**src/design/sse_pkg.sv**
```systemverilog
package sse_pkg;

  localparam int unsigned CapacityDefault   = 64;
  localparam int unsigned ValueWidthDefault = 32;

  typedef enum logic [2:0] {
    OP_INSERT = 3'd0,
    OP_ERASE  = 3'd1,
    OP_FIND   = 3'd2,
    OP_READ   = 3'd3,
    OP_CLEAR  = 3'd4
  } opcode_e;

  typedef enum logic [1:0] {
    STAT_OK    = 2'd0,
    STAT_FULL  = 2'd1,
    STAT_RANGE = 2'd2
  } status_e;

  typedef enum logic {
    ST_IDLE  = 1'b0,
    ST_APPLY = 1'b1
  } state_e;

  typedef enum logic [1:0] {
    CM_HOLD   = 2'd0,
    CM_INSERT = 2'd1,
    CM_DELETE = 2'd2
  } cell_mode_e;

  typedef struct packed {
    logic        flag_en;
    cell_mode_e  mode;
  } cell_ctrl_t;

  typedef struct packed {
    logic [2:0]         opcode;
    logic signed [31:0] key_value;
    logic [5:0]         read_index;
  } in_beat_t;

  typedef struct packed {
    logic               found;
    logic [6:0]         position;
    logic [6:0]         entry_count;
    logic signed [31:0] read_value;
    logic [1:0]         status;
  } out_beat_t;

endpackage

```
**src/design/sse_cell.sv**
```systemverilog
module sse_cell #(
  parameter int unsigned VALUE_WIDTH = 32
) (
  input  logic                    clk_i,
  input  sse_pkg::cell_ctrl_t     ctrl_i,
  input  logic                    valid_i,
  input  logic [VALUE_WIDTH-1:0]  key_i,
  input  logic                    left_lt_i,
  input  logic [VALUE_WIDTH-1:0]  left_val_i,
  input  logic [VALUE_WIDTH-1:0]  right_val_i,
  output logic [VALUE_WIDTH-1:0]  val_o,
  output logic                    lt_o,
  output logic                    eq_o
);
  import sse_pkg::*;

  logic [VALUE_WIDTH-1:0] val_q, val_d;
  logic                   lt_q, eq_q;

  // Compare own entry with the key when a beat comes in
  always_ff @(posedge clk_i) begin
    if (ctrl_i.flag_en) begin
      lt_q <= valid_i && ($signed(val_q) < $signed(key_i));
      eq_q <= valid_i && (val_q == key_i);
    end
  end

  // Open a slot at the lower bound, or close the gap left by an erase
  always_comb begin
    val_d = val_q;
    case (ctrl_i.mode)
      CM_INSERT: begin
        if (!lt_q) val_d = left_lt_i ? key_i : left_val_i;
      end
      CM_DELETE: begin
        if (!lt_q) val_d = right_val_i;
      end
      default: val_d = val_q;
    endcase
  end

  always_ff @(posedge clk_i) begin
    val_q <= val_d;
  end

  assign val_o = val_q;
  assign lt_o  = lt_q;
  assign eq_o  = eq_q;

endmodule

```
**config.mk**
```make
export PLATFORM = sky130hd
export DESIGN_NAME = sse_cell
export DESIGN_NICKNAME = d
export VERILOG_FILES = /design/src/design/sse_pkg.sv /design/src/design/sse_cell.sv
export SDC_FILE = /design/constraint.sdc
export NUM_CORES = 1
export LEC_CHECK = 0
export ABC_CLOCK_PERIOD_IN_PS = 6160
export BUFFER_PORTS_ARGS = -buffer_cell sky130_fd_sc_hd__buf_2
export CELL_PAD_IN_SITES_DETAIL_PLACEMENT = 0
export CELL_PAD_IN_SITES_GLOBAL_PLACEMENT = 1
export CORE_UTILIZATION = 28
export DETAILED_ROUTE_END_ITERATION = 16
export GPL_ROUTABILITY_DRIVEN = 0
export GPL_TIMING_DRIVEN = 0
export PLACE_DENSITY = 0.67
export SLEW_MARGIN = 40
export SYNTH_ARGS = -nofsm -noshare
export SYNTH_HDL_FRONTEND = slang
export SYNTH_SLANG_ARGS = --single-unit
```
**constraint.sdc**
```tcl
create_clock -name clk_i -period 6.16 [get_ports clk_i]
set_input_delay 0.308 -clock clk_i [delete_from_list [all_inputs] [get_ports clk_i]]
set_output_delay 0.308 -clock clk_i [all_outputs]
set_load 0.1 [all_outputs]
```
==> results of run 1 <==
registers in the layout, indices dropped and copies added (netlist names):
name   count
eq_o       1
lt_o       1
val_o     32
final cells by class:
| cell class | instances | area (sq um) |
|---|---|---|
| clock inverters | 2 | 8.76 |
| inverters | 34 | 128 |
| well taps | 108 | 135 |
| multi-input cells | 183 | 1350 |
| repair buffers | 135 | 698 |
| clock buffers | 6 | 72.6 |
| flip-flops and latches | 34 | 1020 |
| fillers | 921 | 5310 |
| plain buffers | 11 | 45.0 |
logic make-up (layout without fill, tap and decap cells):
family | count (synthesis) | in the layout | synth area share, %
muxes | 33 | 33 | 13.0
xor gates and xnor gates | 1 | 1 | 0.346
and+or+nand+nor | 58 | 58 | 10.4
buffers and inverters | 45 | 188 | 6.81
DFF | 34 | 34 | 40.3
AOI/OAI and AO/OA | 59 | 59 | 13.3
adders and majority gates | 32 | 32 | 15.8
worst max-delay path, cell delays in order, from the launching register on:
cell and delay, ns:
edfxtp_1 0.39, ha_1 0.34, nand4_1 0.16, nor4_1 0.54, nor2_1 0.10, a21oi_2 0.15, mux2i_1 0.21
power breakdown:
group	leakage, uW	internal (uW)	switching, uW
logic	0.00137	86.8	234
registers	0.000326	284	11.0
clock network	0.0000426	77.8	82.3
total	0.00173	449	327
stage by stage:
stage / setup slack (ns) / std cells
5_1_grt: 3.91 / 513
6_report: 4.11 / 513
3_3_place_gp: 2.97 / 504
3_5_place_dp: 3.99 / 505
4_1_cts: 4.01 / 513
2_1_floorplan: 3.44 / 262
path summary, 6_finish.rpt:
path	from	to	slack, ns	depth (start not counted)
max reg2reg	val_o[31]	lt_o	4.11	6
max	val_o[31]	lt_o	4.11	6
min	ctrl_i[2]	eq_o	0.24	1
min reg2reg	lt_o	val_o[31]	0.74	1
synth_stat cells:
library cell	n	area share, %
nand2_1	40	5.9
o21ai_0	36	7.1
edfxtp_1	34	40
inv_1	34	5.0
mux2i_1	33	13
ha_1	32	16
a21oi_1	14	2.8
clkbuf_1	8	1.2
nand4_1	5	1.2
buf_2	3	0.59
nand3_1	3	0.59
nor2_1	3	0.44
a21o_1	2	0.59
a21oi_2	2	0.69
o21a_1	2	0.59
a2111oi_4	1	1.1
a22oi_1	1	0.30
nand2b_1	1	0.25
nand3b_1	1	0.30
nand4_2	1	0.49
nor2b_1	1	0.25
nor3_1	1	0.20
nor4_1	1	0.25
nor4_2	1	0.49
o21ai_1	1	0.20
xnor2_1	1	0.35
routing by layer:
layer  vias up  GRT usage (%)
li1       1216              -
met1      1018           20.0
met2        74           23.8
met3         5           3.38
met4         0           2.76
met5         -              0
cells in the final DEF (no fill, tap or decap), drive strengths merged, types with 3 or more instances in the layout:
master / Yosys / layout
buf: 3 / 138
nand2: 40 / 40
o21ai: 37 / 37
inv: 34 / 34
edfxtp: 34 / 34
mux2i: 33 / 33
ha: 32 / 32
a21oi: 16 / 16
clkbuf: 8 / 14
nand4: 6 / 6
nand3: 3 / 3
nor2: 3 / 3
==> flow_metrics.env, run 1 <==
export IMPL_crit_type="flop to flop"
export IMPL_grt_max_degree=19
export IMPL_nNetsFinal=538
export IMPL_clk_pin_slew_ns=0.07
export IMPL_hp_class="input port to flop"
export IMPL_cp_end_kind="flop"
export IMPL_initial_core_util_pct=28.9
export IMPL_drc=0
export IMPL_p_leak_uw=0.00173
export IMPL_drt_iter0_drc=39
export IMPL_die_area_sq_mm=0.00944
export IMPL_dr_wl_met2_mm=3.06
export IMPL_root_buffer="clkbuf_8"
export IMPL_outcome="finished, final reports clean"
export IMPL_power_uw=776
export IMPL_die_h_um=97.2
export IMPL_worstMarginPinSlew_ns=0.541
export IMPL_yosys_register_bits=34
export IMPL_critPathArrivalTime_ns=2.18
export IMPL_detail_route_first_pass_iterations=4
export IMPL_hold_slack_ns=0.242
export IMPL_fin_crit_ns=2.05
export IMPL_ant_nets=0
export IMPL_routedWlPerCell_um=13.4
export IMPL_syn_to_final_growth_pct=36.4
export IMPL_core_area_sq_mm=0.00876
export IMPL_relSlewSlack_pct=63.8
export IMPL_grt_overflow=0
export IMPL_die_w_um=97.2
export IMPL_crit_path_max_fanout=3
export IMPL_cts_htree_levels=2
export IMPL_cts_buffer_depth=2
export IMPL_vias=2313
export IMPL_seq_area_frac_synth_pct=40.3
export IMPL_cts_resized_gates=0
export IMPL_synthCells=262
export IMPL_cts_tree="built"
export IMPL_power_density_mw_per_mm2=224
export IMPL_post_route_util_pct=39.4
export IMPL_antenna_found_initial=0
export IMPL_clock_latency_ns=0.28
export IMPL_fin_setup_tns_ns=0
export IMPL_fin_area_sq_mm=0.00346
export IMPL_rsz0062_at_grt="false"
export IMPL_post_cts_buffers=0
export IMPL_ys_warnings_count=0
export IMPL_ys_types=26
export IMPL_dr_wl_met3_um=392
export IMPL_numCtsBuffers=5
export IMPL_diodes=0
export IMPL_syn_area_sq_mm=0.00253
export IMPL_grtUsageTotal_pct=14.7
export IMPL_dpl_instance_area_sq_mm=0.00338
export IMPL_grt_pass1_vias=2315
export IMPL_fmax_mhz=488
export IMPL_syn_area_per_cell_sq_um=9.68
export IMPL_hold_viol_final=0
export IMPL_num_rows=34
export IMPL_highest_layer="met4"
export IMPL_top_level_ports=136
export IMPL_vdd_ir_drop_worst_mv=0.0731
export IMPL_cts_hold_buf=0
export IMPL_finalCritPeriodShare_pct=33.3
export IMPL_slew_viol_final=0
export IMPL_fin_skew_ns=0.00467
export IMPL_syn_num_nets=396
export IMPL_drive_gt1_share_pct=37.0
export IMPL_dp_hpwl_mm=5.59
export IMPL_via_per_inst=4.51
export IMPL_numClockSinks=34
export IMPL_maxCapViolations=0
export IMPL_startpoint_type="flop"
export IMPL_cp_required_ns=6.29
export IMPL_drt_met1_wl_mm=3.37
export IMPL_setup_viol=0
export IMPL_drt_wl_total_mm=6.86
export IMPL_grt_pass1_wl_mm=11.1
export IMPL_port_buffer_count=134
(Power assumes the default switching activity.)
==> inputs of run 2 (changes only) <==
--- a/config.mk
+++ b/config.mk
@@ -5,7 +5,7 @@
 export SDC_FILE = /design/constraint.sdc
 export NUM_CORES = 1
 export LEC_CHECK = 0
-export ABC_CLOCK_PERIOD_IN_PS = 6160
+export ABC_CLOCK_PERIOD_IN_PS = 1700
 export BUFFER_PORTS_ARGS = -buffer_cell sky130_fd_sc_hd__buf_2
 export CELL_PAD_IN_SITES_DETAIL_PLACEMENT = 0
 export CELL_PAD_IN_SITES_GLOBAL_PLACEMENT = 1
@@ -13,7 +13,7 @@
 export DETAILED_ROUTE_END_ITERATION = 16
 export GPL_ROUTABILITY_DRIVEN = 0
 export GPL_TIMING_DRIVEN = 0
-export PLACE_DENSITY = 0.67
+export PLACE_DENSITY = 0.7
 export SLEW_MARGIN = 40
 export SYNTH_ARGS = -nofsm -noshare
 export SYNTH_HDL_FRONTEND = slang
==> constraint.sdc (replaced) <==
create_clock -name clk_i -period 1.7 [get_ports clk_i]
set_input_delay 0.085 -clock clk_i [delete_from_list [all_inputs] [get_ports clk_i]]
set_output_delay 0.085 -clock clk_i [all_outputs]
set_load 0.1 [all_outputs]
==> run 2 against run 1 <==
- the run now ends with setup timing left
- global-route usage grew 0.92 points
- sequential share of layout area shrank 1.4 points
- largest cell class unchanged
- critical path depth is the same
- setup slack lost 4.3 ns
- power grew to 4.1 times the previous value
==> flow_metrics.env, run 2 (synthesis results as in run 1) <==
export IMPL_hp_start="ctrl_i[2]"
export IMPL_slew_viol_final=0
export IMPL_p_sw_share_pct=38.6
export IMPL_cp_end_kind="flop"
export IMPL_worst_slack_ns=-0.165
export IMPL_rsz0062_at_grt="true"
export IMPL_via_per_inst=4.52
export IMPL_grtUsageTotal_pct=15.6
export IMPL_grt_overflow=0
export IMPL_antenna_found_initial=0
export IMPL_grt_pass1_wl_mm=11.7
export IMPL_numCtsBuffers=5
export IMPL_hold_viol_final=0
export IMPL_die_area_sq_mm=0.00944
export IMPL_clock_latency_ns=0.29
export IMPL_fmax_mhz=536
export IMPL_root_buffer="clkbuf_8"
export IMPL_num_rows=34
export IMPL_drc=0
export IMPL_maxCapViolations=0
export IMPL_relSlewSlack_pct=64.4
export IMPL_setup_viol=2
export IMPL_vias=2333
export IMPL_violations="setup timing"
export IMPL_worstMarginPinSlew_ns=0.533
export IMPL_fin_setup_tns_ns=-0.177
export IMPL_routedWlPerCell_um=13.7
export IMPL_p_leak_uw=0.00179
export IMPL_drt_iter0_drc=50
export IMPL_rr_startpoint="val_o[9]"
export IMPL_cts_htree_levels=2
export IMPL_hp_class="input port to flop"
export IMPL_power_density_mw_per_mm2=874
export IMPL_cts_buffer_depth=2
export IMPL_seq_power_share_pct=33.7
export IMPL_nNetsFinal=541
export IMPL_crit_path_start="val_o[9]"
export IMPL_crit_type="flop to flop"
export IMPL_initial_core_util_pct=28.9
export IMPL_diodes=0
export IMPL_die_h_um=97.2
export IMPL_cp_required_ns=1.83
export IMPL_p_switching_uw=1230
export IMPL_combinationalPowerShare_pct=37.8
export IMPL_numClockSinks=34
export IMPL_drt_wl_total_mm=7.09
export IMPL_fin_crit_ns=1.86
export IMPL_crit_path_max_fanout=2
export IMPL_fin_skew_ns=0.00793
export IMPL_p_int_uw=1950
export IMPL_ant_nets=0
export IMPL_clk_pin_slew_ns=0.07
export IMPL_finalCritPeriodShare_pct=110
export IMPL_layout_commonest_cell="buf_2"
export IMPL_critPathArrivalTime_ns=1.99
export IMPL_vdd_ir_drop_worst_mv=0.510
export IMPL_detail_route_first_pass_iterations=4
export IMPL_drive_gt1_share_pct=40.2
export IMPL_hold_slack_ns=0.0189
export IMPL_cts_tree="built"
export IMPL_die_w_um=97.2
export IMPL_dp_hpwl_mm=5.79
export IMPL_startpoint_type="flop"
export IMPL_top_level_ports=136
export IMPL_core_area_sq_mm=0.00876
export IMPL_grt_max_degree=19
export IMPL_grt_pass1_vias=2450
export IMPL_largest_reg_flops=32
export IMPL_outcome="finished, violations left"
export IMPL_cts_hold_buf=0
export IMPL_syn_to_final_growth_pct=43.4
export IMPL_clockPowerShare_pct=28.4
export IMPL_layout_common_cells="buf_2 (137), nand2_1 (40), o21ai_0 (36), inv_1 (34), edfxtp_1 (34)"
export IMPL_port_buffer_count=134
run 2: cell count changes in the layout (fill, tap and decap cells not counted), sizes merged:
cell and change:
clkinv -1, bufinv +2, buf +3, clkbuf -1
run 2: path summary, 6_finish.rpt:
path,endpoint,slack [ns],cells after the start
max,lt_o,-0.16,6
min,eq_o,0.02,1
max reg2reg,lt_o,-0.16,6
min reg2reg,val_o[0],0.72,1
run 2: power groups by stage:
stage                     registers (uW)  clock network (uW)  logic [uW]
after floorplan                     1610                   0         360
after global routing                1080                 955        1300
after CTS                           1070                 934        1220
final                               1070                 903        1200
after global placement              1090                   0        1180
after detailed placement            1090                   0        1200
run 2: final cells by class:
type,instances,area (sq um)
Fill cell,930,5130
Multi-Input combinational cell,183,1450
Sequential cell,34,1020
Timing Repair Buffer,138,721
Tap cell,108,135
Inverter,34,128
Clock buffer,5,68.8
Clock inverter,3,63.8
Buffer,11,45.0
run 2: critical path: stages, from the launching register on:
cell and delay, ns:
edfxtp_1 0.40, ha_1 0.32, nand4_1 0.17, nor4_2 0.36
a22oi_2 0.10, a21oi_2 0.16, mux2i_1 0.21
run 2: stage by stage:
stage               power [uW]  utilization [%]  instance area, sq um  instances  worst slack [ns]
floorplan                 1970                -                  2630        262            -0.585
global placement          2270             39.2                  3430        504            -0.205
detailed placement        2300             39.5                  3460        505            -0.210
CTS                       3230             41.4                  3630        516            -0.205
global route              3340             41.5                  3630        516            -0.341
finish                    3180             41.5                  3630        516            -0.165
run 2: timing repair:
| item | CTS | global route |
|---|---|---|
| pin swaps | 5 | 5 |
| cloned | 0 | 0 |
| setup endpoints to repair | 2 | 2 |
| gates resized for setup | 2 | 1 |
| setup buffers | 3 | 0 |
run 2: per-layer routing:
| metal | global-route usage (%) | vias up | share of wire [%] |
|---|---|---|---|
| li1 | - | 1219 | - |
| met1 | 19.4 | 1049 | 45 |
| met2 | 27.8 | 63 | 50 |
| met3 | 2.73 | 2 | 4.3 |
| met4 | 3.79 | 0 | 0.66 |
| met5 | 0 | - | 0 |
